## src/rtl/core/cau_pkg.sv

```systemverilog
// ----------------------------------------------------------------------------
// Complex arithmetic unit package
// Shared widths, op codes, item kinds and the record passed from the front
// end to the back end through the queue.
// ----------------------------------------------------------------------------
`default_nettype none

package cau_pkg;

    // Data format: signed fixed point, DW bits with FW fraction bits.
    localparam int DW = 16;
    localparam int FW = 8;

    // Exact product width, divider remainder width, overflow compare width.
    localparam int PW = 2 * DW;
    localparam int RW = PW + DW;
    localparam int CW = PW + DW + FW;

    // Back end pipeline: one setup stage plus one stage per quotient bit.
    localparam int NST = DW + 1;

    // Queue between the front end and the back end.
    localparam int QDEPTH = 4;
    localparam int QAW    = 2;

    // Stream widths.
    localparam int IN_TW  = ((4 * DW + 7) / 8) * 8;
    localparam int OUT_TW = ((2 * DW + 7) / 8) * 8;
    localparam int IN_UW  = 3;
    localparam int OUT_UW = 2;

    // Op codes.
    localparam logic [2:0] OP_ADD = 3'd0;
    localparam logic [2:0] OP_SUB = 3'd1;
    localparam logic [2:0] OP_MUL = 3'd2;
    localparam logic [2:0] OP_DIV = 3'd3;
    localparam logic [2:0] OP_MAG = 3'd4;
    localparam logic [2:0] OP_SUP = 3'd5;

    // Item kinds seen by the back end.
    localparam logic [1:0] K_DIRECT = 2'd0;
    localparam logic [1:0] K_DIV    = 2'd1;
    localparam logic [1:0] K_MAG    = 2'd2;

    // Limits of the signed data range.
    localparam logic signed [DW-1:0] SMAX = {1'b0, {(DW-1){1'b1}}};
    localparam logic signed [DW-1:0] SMIN = {1'b1, {(DW-1){1'b0}}};

    // Classified request from the front end.
    typedef struct packed {
        logic [1:0]           kind;
        logic signed [DW-1:0] dir_re;
        logic signed [DW-1:0] dir_im;
        logic                 dz;
        logic                 sat;
        logic                 neg_re;
        logic                 neg_im;
        logic [PW-1:0]        mag_re;
        logic [PW-1:0]        mag_im;
        logic [PW-1:0]        den;
        logic [PW-1:0]        sq_x;
    } cau_q_t;

endpackage

`default_nettype wire

```

## src/rtl/core/cau_queue.sv

```systemverilog
// ----------------------------------------------------------------------------
// Complex arithmetic unit queue
// Small first-in first-out buffer that decouples the front end from the
// back end so that each side can stall on its own.
// ----------------------------------------------------------------------------
`default_nettype none

module cau_queue (
    input  wire logic            clk,
    input  wire logic            rst_n,
    input  wire logic            in_valid,
    output logic                 in_ready,
    input  wire cau_pkg::cau_q_t in_data,
    output logic                 out_valid,
    input  wire logic            out_ready,
    output cau_pkg::cau_q_t      out_data
);

    localparam int QAW = cau_pkg::QAW;

    cau_pkg::cau_q_t mem_reg [cau_pkg::QDEPTH];
    logic [QAW-1:0]  wr_ptr_reg, wr_ptr_next;
    logic [QAW-1:0]  rd_ptr_reg, rd_ptr_next;
    logic [QAW:0]    count_reg, count_next;
    logic            push, pop;

    assign in_ready  = (count_reg != QAW'(0) + (QAW+1)'(cau_pkg::QDEPTH));
    assign out_valid = (count_reg != '0);
    assign push      = in_valid && in_ready;
    assign pop       = out_valid && out_ready;
    assign out_data  = mem_reg[rd_ptr_reg];

    // Pointer and fill count update.
    always_comb
    begin
        wr_ptr_next = push ? wr_ptr_reg + 1'b1 : wr_ptr_reg;
        rd_ptr_next = pop ? rd_ptr_reg + 1'b1 : rd_ptr_reg;
        count_next  = count_reg;
        if (push && !pop)
            count_next = count_reg + 1'b1;
        else if (pop && !push)
            count_next = count_reg - 1'b1;
    end

    always_ff @(posedge clk or negedge rst_n)
    begin
        if (!rst_n)
        begin
            wr_ptr_reg <= '0;
            rd_ptr_reg <= '0;
            count_reg  <= '0;
        end
        else
        begin
            wr_ptr_reg <= wr_ptr_next;
            rd_ptr_reg <= rd_ptr_next;
            count_reg  <= count_next;
        end
    end

    // Storage.
    always_ff @(posedge clk)
    begin
        if (push)
            mem_reg[wr_ptr_reg] <= in_data;
    end

endmodule

`default_nettype wire

```

## config.mk

```make
export PLATFORM = sky130hd
export DESIGN_NAME = cau_queue
export DESIGN_NICKNAME = d
export VERILOG_FILES = /design/src/rtl/core/cau_pkg.sv /design/src/rtl/core/cau_queue.sv
export SDC_FILE = /design/constraint.sdc
export NUM_CORES = 1
export LEC_CHECK = 0
export ABC_CLOCK_PERIOD_IN_PS = 5700
export BUFFER_PORTS_ARGS = -buffer_cell sky130_fd_sc_hd__buf_2
export CAP_MARGIN = 20
export CORE_MARGIN = 5
export CORE_UTILIZATION = 35
export DETAILED_ROUTE_END_ITERATION = 10
export PLACE_DENSITY_LB_ADDON = 0.25
export SETUP_SLACK_MARGIN = 0.5
export SLEW_MARGIN = 0
export SYNTH_ARGS = -nofsm -noshare
export SYNTH_HDL_FRONTEND = slang
export SYNTH_SLANG_ARGS = --single-unit
```

## constraint.sdc

```tcl
create_clock -name clk -period 5.7 [get_ports clk]
set_input_delay 1.71 -clock clk [delete_from_list [all_inputs] [get_ports clk]]
set_output_delay 1.71 -clock clk [all_outputs]
set_load 0.01 [all_outputs]
```

==> impl_metrics.ini <==
[clock_tree]
clock_latency_ns = 0.58
cts_max_path_buffers = 3
hold_buffers = 0
cts-root-buf = clkbuf_16
clkSinkCount = 671
post-cts-setup-buffer-count = 0
path_clk_slew_ns = 0.06
cts_tree = yes
numCtsBuffers = 72
ctsResizeCount = 0
h-tree-depth = 3

[routing]
dr_wl_met3_um = 3300
wirelength_met1_um = 20740
ant_nets = 0
vias = 10878
routedWlPerCell_um = 22.22
drtIter0Drc = 710
routed_wl_um = 50890
topRoutingLayerUsed = met5
drc_errors = 0
vias_per_cell = 4.750
drtPass1Iterations = 4
wl_met2_um = 25630

[placement]
portBuffers = 337
dp_slack_ns = 1.866
dpl_cell_area_um2 = 27300
routabilityCongestion = 0.6890
dp_hpwl_um = 30350
dp_cells = 2158

[worst_setup_path]
crit_arrival_ns = 2.60
start_kind = flip-flop
critPathRequiredTime_ns = 3.99
worstPathCellList = buf_12 > mux4_2 > buf_2
max_stage_delay_ns = 0.83
path_delay_family = flip-flops
crit_type = reg2out
slowest_stage = dfrtp_4
cp-end-kind = output pin
critPathMaxFanout = 39
worst-path-buf-inv = 2

[synth]
synth_nets = 1079
yosysTopAreaCellShare_pct = 81.84
ys_ff_latch = 671
synth_area_leaders = edfxtp_1, mux4_2, dfrtp_1, buf_6, buf_2
yosys_warnings = 0
synth_top_area_cell = edfxtp_1
ys.flop_type = edfxtp_1
avgSynthCellArea_um2 = 26.98
synthesis.instances = 903
syn-cell-area_um2 = 24360
synth-edff-count = 664
yosysUniqueCellTypes = 18
seq_area_frac_synth_pct = 82.56
async_flop_share_pct = 1.043

[floorplanning]
rows = 96
dieHeight_um = 273.8
die_x_um = 273.8
pin_count = 338
die_area_um2 = 74990
core_region_area_um2 = 68830
initial_utilization_pct = 35.40

[layout]
fillers = 5968
stdcell_area_um2 = 29580
largest_reg_flops = 664
syn2layout_area_growth_pct = 21.41
fin_util_pct = 42.98
drive_gt1_share_pct = 46.86
final_nets = 1477
instances_no_fill = 2290

[run_status]
status = finished, final reports clean

[grt]
track_usage_pct = 13.41
grt_pass1_vias = 11802
grt_start_max_net_pins = 94
grt_overflow = 0
antenna_found_initial = 10
grt_pass1_wl_um = 75350

[timing]
period_needed_ns = 4.309
setup_viol = 0
rsz0062_at_grt = false
setup_tns_ns = 0
finalHoldViolCount = 0
fin_crit_sh_pct = 75.59
drv_slew = 0
worst_slack_ns = 1.391
hold_ws_ns = 0.5280
slew-limit-headroom_pct = 40.48
fmax_ghz = 0.2321
tightestPinTransition_ns = 0.8927
skew_ns = 0.01440

[pwr]
switching_share_pct = 28.96
p_int_mw = 11.19
p_switching_mw = 4.562
p_total_mw = 15.76
p_leak_nw = 9.943
p_seq_share_pct = 43.3
powerDensity_nw_per_um2 = 532.7
max-vdd-ir-drop_mv = 0.2470
pwr-share-clk_pct = 28.5
p_comb_share_pct = 28.2

[run]
max_cap_violations = 0

[min_path]
hp-class = reg2reg
metal layers:
| layer | global-route usage [%] | vias to the layer above |
|---|---|---|
| li1 | - | 4724 |
| met1 | 16.95 | 5789 |
| met2 | 22.52 | 266 |
| met3 | 4.233 | 87 |
| met4 | 3.677 | 12 |
| met5 | 0 | - |
layout make-up:
type	instances	area, um2	share of cell area (%)
Antenna cell	4	10.01	0.03384
Clock buffer	92	1898	6.417
Clock inverter	36	366.6	1.239
Inverter	3	11.26	0.03807
Multi-Input combinational cell	191	3969	13.42
Sequential cell	671	20120	68.03
Tap cell	931	1165	3.938
Timing Repair Buffer	362	2037	6.887
synth_stat cells, types with 2 or more instances:
cell	instances
and2_1	4
buf_2	19
buf_6	15
clkbuf_1	4
dfrtp_1	7
edfxtp_1	664
ha_1	5
inv_1	3
mux2_2	2
mux4_2	166
nand2_1	2
nor2_1	2
xnor2_1	4
xor2_1	2
worst register-to-register path: stages (launching register included):
cell      delay (ns)
dfrtp_1         0.44
nor2_1          0.09
a21boi_2        0.34
and2_4          0.81
buf_12          0.37
power by group through the flow:
stage	registers [mW]	logic [mW]	clock network, mW
6_report	6.82	4.44	4.49
4_1_cts	6.85	4.63	4.65
2_1_floorplan	6.82	2.91	0
3_5_place_dp	6.95	4.62	0
3_3_place_gp	6.89	4.63	0
5_1_grt	6.91	4.81	4.86
cell usage in the layout, fill, tap and decap left out:
cell        instances
xnor2_1             4
a21boi_2            1
mux2_2              2
clkbuf_16          73
clkinv_1           11
diode_2             4
nor2_1              2
xor2_1              2
dfrtp_1             5
clkbuf_1           19
and2_4              4
buf_12             13
clkinvlp_4          1
or3_1               1
buf_4              12
inv_1               3
inv_6               4
buf_2             337
edfxtp_1          664
nand2_1             2
dfrtp_4             2
clkinv_2           11
mux4_2            166
bufinv_16           7
nand3_1             1
ha_1                5
fa_1                1
clkinv_4            2
final timing paths:
| check | startpoint | to | slack, ns | depth (start not counted) |
|---|---|---|---|---|
| min in group asynchronous | rst_n | rd_ptr_reg[0] | 0.95 | 1 |
| worst min register to register | count_reg[2] | count_reg[2] | 0.53 | 1 |
| worst max-delay path | rd_ptr_reg[0] | out_data[34] | 1.39 | 3 |
| worst min-delay path | count_reg[2] | count_reg[2] | 0.53 | 1 |
| max in group asynchronous | rst_n | rd_ptr_reg[1] | 4.56 | 1 |
| worst max register to register | count_reg[0] | mem_reg[0][165] | 3.22 | 4 |
logic make-up after synthesis:
group                    synth area share (%)
multiplexers                            15.44
adder cells (fa/ha/maj)                0.3390
buffers and inverters                   1.191
AO/OA/AOI/OAI                         0.04622
flip-flops                              82.56
XOR/XNOR                               0.2157
AND/OR/NAND/NOR                        0.2106
Power figures use the tool's default switching activity.
