==> config.mk <==
export PLATFORM = sky130hd
export DESIGN_NAME = cau_front
export DESIGN_NICKNAME = d
export VERILOG_FILES = /design/src/rtl/core/cau_pkg.sv /design/src/rtl/core/cau_front.sv
export SDC_FILE = /design/constraint.sdc
export NUM_CORES = 2
export LEC_CHECK = 0
export BUFFER_PORTS_ARGS = -buffer_cell sky130_fd_sc_hd__buf_2
export CAP_MARGIN = 25
export CORE_ASPECT_RATIO = 1.5
export CORE_UTILIZATION = 30
export CTS_BUF_LIST = sky130_fd_sc_hd__clkbuf_8
export CTS_CLUSTER_DIAMETER = 50
export DETAILED_ROUTE_END_ITERATION = 8
export GPL_TIMING_DRIVEN = 1
export PLACE_DENSITY = 0.58
export SYNTH_ARGS = -nofsm -noshare
export SYNTH_HDL_FRONTEND = slang
export SYNTH_SLANG_ARGS = --single-unit
==> constraint.sdc <==
create_clock -name clk -period 6.2 [get_ports clk]
set_input_delay 1.24 -clock clk [delete_from_list [all_inputs] [get_ports clk]]
set_output_delay 1.24 -clock clk [all_outputs]
set_load 0.02 [all_outputs]
==> src/rtl/core/cau_pkg.sv <==
// ----------------------------------------------------------------------------
// Complex arithmetic unit package
// Shared widths, op codes, item kinds and the record passed from the front
// end to the back end through the queue.
// ----------------------------------------------------------------------------
`default_nettype none

package cau_pkg;

    // Data format: signed fixed point, DW bits with FW fraction bits.
    localparam int DW = 16;
    localparam int FW = 8;

    // Exact product width, divider remainder width, overflow compare width.
    localparam int PW = 2 * DW;
    localparam int RW = PW + DW;
    localparam int CW = PW + DW + FW;

    // Back end pipeline: one setup stage plus one stage per quotient bit.
    localparam int NST = DW + 1;

    // Queue between the front end and the back end.
    localparam int QDEPTH = 4;
    localparam int QAW    = 2;

    // Stream widths.
    localparam int IN_TW  = ((4 * DW + 7) / 8) * 8;
    localparam int OUT_TW = ((2 * DW + 7) / 8) * 8;
    localparam int IN_UW  = 3;
    localparam int OUT_UW = 2;

    // Op codes.
    localparam logic [2:0] OP_ADD = 3'd0;
    localparam logic [2:0] OP_SUB = 3'd1;
    localparam logic [2:0] OP_MUL = 3'd2;
    localparam logic [2:0] OP_DIV = 3'd3;
    localparam logic [2:0] OP_MAG = 3'd4;
    localparam logic [2:0] OP_SUP = 3'd5;

    // Item kinds seen by the back end.
    localparam logic [1:0] K_DIRECT = 2'd0;
    localparam logic [1:0] K_DIV    = 2'd1;
    localparam logic [1:0] K_MAG    = 2'd2;

    // Limits of the signed data range.
    localparam logic signed [DW-1:0] SMAX = {1'b0, {(DW-1){1'b1}}};
    localparam logic signed [DW-1:0] SMIN = {1'b1, {(DW-1){1'b0}}};

    // Classified request from the front end.
    typedef struct packed {
        logic [1:0]           kind;
        logic signed [DW-1:0] dir_re;
        logic signed [DW-1:0] dir_im;
        logic                 dz;
        logic                 sat;
        logic                 neg_re;
        logic                 neg_im;
        logic [PW-1:0]        mag_re;
        logic [PW-1:0]        mag_im;
        logic [PW-1:0]        den;
        logic [PW-1:0]        sq_x;
    } cau_q_t;

endpackage

`default_nettype wire

==> src/rtl/core/cau_front.sv <==
// ----------------------------------------------------------------------------
// Complex arithmetic unit front end
// Accepts requests, forms all products in one registered stage, then
// finishes add, subtract, multiply and the supremum norm and prepares the
// divide and magnitude work for the back end.
// ----------------------------------------------------------------------------
`default_nettype none

module cau_front (
    input  wire logic                          clk,
    input  wire logic                          rst_n,
    input  wire logic                          in_valid,
    output logic                               in_ready,
    input  wire logic [2:0]                    op,
    input  wire logic signed [cau_pkg::DW-1:0] a_re,
    input  wire logic signed [cau_pkg::DW-1:0] a_im,
    input  wire logic signed [cau_pkg::DW-1:0] b_re,
    input  wire logic signed [cau_pkg::DW-1:0] b_im,
    output logic                               out_valid,
    input  wire logic                          out_ready,
    output cau_pkg::cau_q_t                    out_data
);

    localparam int DW = cau_pkg::DW;
    localparam int PW = cau_pkg::PW;
    localparam int FW = cau_pkg::FW;

    localparam logic signed [PW:0] LIM_HI = {{(PW+1-DW){1'b0}}, cau_pkg::SMAX};
    localparam logic signed [PW:0] LIM_LO = {{(PW+1-DW){1'b1}}, cau_pkg::SMIN};

    logic                 vld_reg;
    logic [2:0]           op_reg;
    logic signed [DW-1:0] ar_reg, ai_reg, br_reg, bi_reg;
    logic signed [PW-1:0] p0_reg, p1_reg, p2_reg, p3_reg, p4_reg, p5_reg;
    logic                 take;

    logic signed [DW:0]   add_re, add_im, sub_re, sub_im;
    logic signed [PW:0]   mul_re, mul_im, num_re, num_im, den_w, sq_w;
    logic signed [PW:0]   neg_num_re, neg_num_im;
    logic [DW:0]          abs_re, abs_im, sup_w;
    logic                 is_mag;

    // Clip a wide signed value to the data range.
    function automatic logic signed [DW-1:0] clip_val(input logic signed [PW:0] v);
        logic signed [DW-1:0] r;
        if (v > LIM_HI)
            r = cau_pkg::SMAX;
        else if (v < LIM_LO)
            r = cau_pkg::SMIN;
        else
            r = v[DW-1:0];
        return r;
    endfunction

    function automatic logic clip_hit(input logic signed [PW:0] v);
        return (v > LIM_HI) || (v < LIM_LO);
    endfunction

    function automatic logic signed [PW:0] ext_short(input logic signed [DW:0] v);
        return {{(PW-DW){v[DW]}}, v};
    endfunction

    // The stage empties when its content moves on into the queue.
    assign take      = in_valid && in_ready;
    assign in_ready  = !vld_reg || out_ready;
    assign out_valid = vld_reg;
    assign is_mag    = (op == cau_pkg::OP_MAG);

    // Valid flag of the product stage.
    always_ff @(posedge clk or negedge rst_n)
    begin
        if (!rst_n)
            vld_reg <= 1'b0;
        else if (take)
            vld_reg <= 1'b1;
        else if (out_ready)
            vld_reg <= 1'b0;
    end

    // Operands and products; the first two products become squares for magnitude.
    always_ff @(posedge clk)
    begin
        if (take)
        begin
            op_reg <= op;
            ar_reg <= a_re;
            ai_reg <= a_im;
            br_reg <= b_re;
            bi_reg <= b_im;
            p0_reg <= a_re * (is_mag ? a_re : b_re);
            p1_reg <= a_im * (is_mag ? a_im : b_im);
            p2_reg <= a_re * b_im;
            p3_reg <= a_im * b_re;
            p4_reg <= b_re * b_re;
            p5_reg <= b_im * b_im;
        end
    end

    // Sums and differences of the operands and of the products, and the absolute values for the supremum norm.
    always_comb
    begin
        add_re = {ar_reg[DW-1], ar_reg} + {br_reg[DW-1], br_reg};
        add_im = {ai_reg[DW-1], ai_reg} + {bi_reg[DW-1], bi_reg};
        sub_re = {ar_reg[DW-1], ar_reg} - {br_reg[DW-1], br_reg};
        sub_im = {ai_reg[DW-1], ai_reg} - {bi_reg[DW-1], bi_reg};
        mul_re = $signed({p0_reg[PW-1], p0_reg} - {p1_reg[PW-1], p1_reg}) >>> FW;
        mul_im = $signed({p2_reg[PW-1], p2_reg} + {p3_reg[PW-1], p3_reg}) >>> FW;
        num_re = {p0_reg[PW-1], p0_reg} + {p1_reg[PW-1], p1_reg};
        num_im = {p3_reg[PW-1], p3_reg} - {p2_reg[PW-1], p2_reg};
        neg_num_re = -num_re;
        neg_num_im = -num_im;
        den_w  = {p4_reg[PW-1], p4_reg} + {p5_reg[PW-1], p5_reg};
        sq_w   = {p0_reg[PW-1], p0_reg} + {p1_reg[PW-1], p1_reg};
        abs_re = ar_reg[DW-1] ? -{ar_reg[DW-1], ar_reg} : {ar_reg[DW-1], ar_reg};
        abs_im = ai_reg[DW-1] ? -{ai_reg[DW-1], ai_reg} : {ai_reg[DW-1], ai_reg};
        sup_w  = (abs_re > abs_im) ? abs_re : abs_im;
    end

    // Classify the request and finish the short operations.
    always_comb
    begin
        out_data        = '0;
        out_data.kind   = cau_pkg::K_DIRECT;
        out_data.neg_re = num_re[PW];
        out_data.neg_im = num_im[PW];
        out_data.mag_re = num_re[PW] ? neg_num_re[PW-1:0] : num_re[PW-1:0];
        out_data.mag_im = num_im[PW] ? neg_num_im[PW-1:0] : num_im[PW-1:0];
        out_data.den    = den_w[PW-1:0];
        out_data.sq_x   = sq_w[PW-1:0];
        case (op_reg)
            cau_pkg::OP_ADD:
            begin
                out_data.dir_re = clip_val(ext_short(add_re));
                out_data.dir_im = clip_val(ext_short(add_im));
                out_data.sat    = clip_hit(ext_short(add_re)) || clip_hit(ext_short(add_im));
            end
            cau_pkg::OP_SUB:
            begin
                out_data.dir_re = clip_val(ext_short(sub_re));
                out_data.dir_im = clip_val(ext_short(sub_im));
                out_data.sat    = clip_hit(ext_short(sub_re)) || clip_hit(ext_short(sub_im));
            end
            cau_pkg::OP_MUL:
            begin
                out_data.dir_re = clip_val(mul_re);
                out_data.dir_im = clip_val(mul_im);
                out_data.sat    = clip_hit(mul_re) || clip_hit(mul_im);
            end
            cau_pkg::OP_DIV:
            begin
                // A zero divisor gives a zero result and the error flag.
                if (den_w == '0)
                    out_data.dz = 1'b1;
                else
                    out_data.kind = cau_pkg::K_DIV;
            end
            cau_pkg::OP_MAG:
            begin
                out_data.kind = cau_pkg::K_MAG;
            end
            cau_pkg::OP_SUP:
            begin
                out_data.dir_re = clip_val({{(PW-DW){1'b0}}, sup_w});
                out_data.sat    = clip_hit({{(PW-DW){1'b0}}, sup_w});
            end
            default:
            begin
                out_data.kind = cau_pkg::K_DIRECT;
            end
        endcase
    end

endmodule

`default_nettype wire

==> impl_metrics.env <==
export IMPL_status="finished, violations left"
export IMPL_violations="DRC, setup timing"
export IMPL_place_ws_ps=-1744
export IMPL_cts_root_buffer="clkbuf_8"
export IMPL_yosysSeqAreaShare=0.09611
export IMPL_cp_num_buf_inv=8
export IMPL_syn_area_mm2=0.07993
export IMPL_fin_crit_ps=7021
export IMPL_clk_insertion_delay_late_ps=780
export IMPL_portBuffers=238
export IMPL_grt_usage=0.2013
export IMPL_synth_ff_type="edfxtp_1"
export IMPL_multi_input_area_mm2=0.06747
export IMPL_globalplace_congestion=0.9400
export IMPL_dieArea_mm2=0.2685
export IMPL_grt_pass1_vias=72820
export IMPL_fin_ws_ps=-821.3
export IMPL_syn_num_nets=11210
export IMPL_postSynthAreaPerCell_um2=9.023
export IMPL_syn2layout_area_growth_pct=29.14
export IMPL_finalMaxSlewViolations=0
export IMPL_num_io_pins=239
export IMPL_finalSetupViolCount=80
export IMPL_dp_hpwl_mm=229.0
export IMPL_synth_cell_types=96
export IMPL_routed_via_density=4.802
export IMPL_initial_utilization=0.3022
export IMPL_ys_ff_latch=256
export IMPL_required_ps=6720
export IMPL_path_clk_slew_ps=60
export IMPL_antenna_found_initial=19
export IMPL_min_path_type="in2async"
export IMPL_die_y_um=634.2
export IMPL_cts_sinks=256
export IMPL_grt_ovfl_total=0
export IMPL_crit_fanout=5
export IMPL_finalClockSkew_ps=75.89
export IMPL_first_pass_iters=8
export IMPL_grt_setup_unrepaired="yes"
export IMPL_crit_family="adder cells"
export IMPL_yosys_warnings=0
export IMPL_mostFrequentLayoutCells="1940 x inv_1, 1472 x fa_1, 1236 x buf_4, 746 x nand2_1, 650 x ha_1"
export IMPL_crit_path_start_kind="input port"
export IMPL_rows=231
export IMPL_grt_max_degree=114
export IMPL_drive_above_1_share=0.2520
export IMPL_critPathMaxStageDelay_ps=500
export IMPL_synth_edf_count=255
export IMPL_wl_mm=270.8
export IMPL_design_core_area_mm2=0.2645
export IMPL_dr_total_vias=66330
export IMPL_ff2ff_setup_slack_ps=4230
export IMPL_routedWlPerCell_um=19.61
export IMPL_nFillCells=26300
export IMPL_synthCells=8858
export IMPL_grt_pass1_wl_mm=415.4
export IMPL_yosys_area_top_type_share=0.3842
export IMPL_worstPathArrival_ps=7540
export IMPL_htree_levels=2
export IMPL_synth_area_leader_cell="fa_1"
export IMPL_slowest_stage="fa_1"
export IMPL_relSlewSlack=0.4155
export IMPL_die_x_um=423.5
export IMPL_initialDrtViolationCount=3412
export IMPL_async_flop_share=0.003906
export IMPL_drtAntennaViolNets=0
export IMPL_drv_cap=0
export IMPL_fin_tns_setup_ps=-27910
export IMPL_cts_tree="done"
export IMPL_hold_buffers=0
export IMPL_hold_viol_final=0
export IMPL_critPathMostFrequentCell="fa_1"
export IMPL_drc=124
export IMPL_layout_commonest_cell="inv_1"
export IMPL_tightest_slew_ps=874.1
export IMPL_synth_area_top_cells="fa_1 38%, ha_1 12%, inv_1 9.6%"
export IMPL_fin_util=0.3903
export IMPL_area_sequential_mm2=0.007682
export IMPL_end_kind="flop"
export IMPL_max_freq_mhz=142.4
export IMPL_critPathKind="in2reg"
export IMPL_cts_max_path_buffers=3
export IMPL_nNetsFinal=12610
export IMPL_cts_made_buffers=53
export IMPL_finalCritPeriodShare=1.132
area by class of cell:
| type | count | area share |
|---|---|---|
| clock buffers | 53 | 0.007067 |
| multi-input cells | 6213 | 0.6536 |
| inverters | 2050 | 0.07502 |
| repair buffers | 1686 | 0.1431 |
| clock inverters | 46 | 0.004073 |
| well taps | 3495 | 0.04237 |
| flip-flops and latches | 256 | 0.07443 |
| diodes | 14 | 0.0003394 |
synthesized netlist by cell type (19+ instances only):
master and n:
nand3_1 85, o211ai_1 53, nor2_1 355, fa_1 1534
or4_1 23, o21ai_0 212, o41ai_1 19, nor4_1 29
nand4_1 33, and3_1 25, a31oi_1 26, o21bai_1 57
clkbuf_1 328, o2111ai_1 21, nor3_1 91, a21oi_1 289
a221oi_1 19, inv_1 2043, or3_1 38, nand2b_1 107
nand2_1 837, xor2_1 93, a211oi_1 41, edfxtp_1 255
o21a_1 66, a21o_1 129, o31ai_1 36, nor2b_1 66
xnor2_1 325, or2_2 29, ha_1 744, and2_1 525
layer usage:
metal | global-route usage | up-vias | part of all wire
met3 | 0.01932 | 559 | 0.039
met2 | 0.3715 | 1600 | 0.52
met1 | 0.2170 | 33780 | 0.36
met5 | 0 | - | 0.00014
met4 | 0.1331 | 6 | 0.079
li1 | - | 30380 | -
worst paths after layout:
path / start / end / cells after the start
max: op[0] / p0_reg[31]$_DFFE_PP_ / 27
min: rst_n / out_valid$_DFFE_PN0P_ / 1
max reg2reg: out_valid$_DFFE_PN0P_ / p0_reg[30]$_DFFE_PP_ / 3
min reg2reg: out_valid$_DFFE_PN0P_ / out_valid$_DFFE_PN0P_ / 2
max in group asynchronous: rst_n / out_valid$_DFFE_PN0P_ / 1
min in group clk: out_valid$_DFFE_PN0P_ / out_valid$_DFFE_PN0P_ / 2
through the flow:
stage               instances  hold slack (ps)  instance area, um2
finish                  13810            225.3              103200
detailed placement      13420            541.9               95190
floorplan                8858            782.4               82440
global route            13810            191.6              103200
CTS                     13700            144.4              101000
global placement        13420            510.8               95180
repair_timing:
item	CTS	global route
pin swaps	284	253
setup buffers	181	106
gates resized for setup	721	353
gates cloned	16	5
setup endpoints to repair	190	187
cell families (layout without fill, tap and decap cells):
kind of cell	count (synthesis)	in the layout	share of synthesized area
buffers and inverters	2390	3835	0.1124
AND/OR/NAND/NOR	2304	2304	0.1423
adder cells (fa/ha/maj)	2278	2278	0.5007
AO/OA/AOI/OAI	1182	1183	0.09885
XOR/XNOR	418	418	0.04580
flip-flops	256	256	0.09611
multiplexers	28	28	0.003741
other	2	16	0.00009396
Power is not shown: default switching activity piles up to over one toggle a cycle in this logic, so the estimate is an artifact.
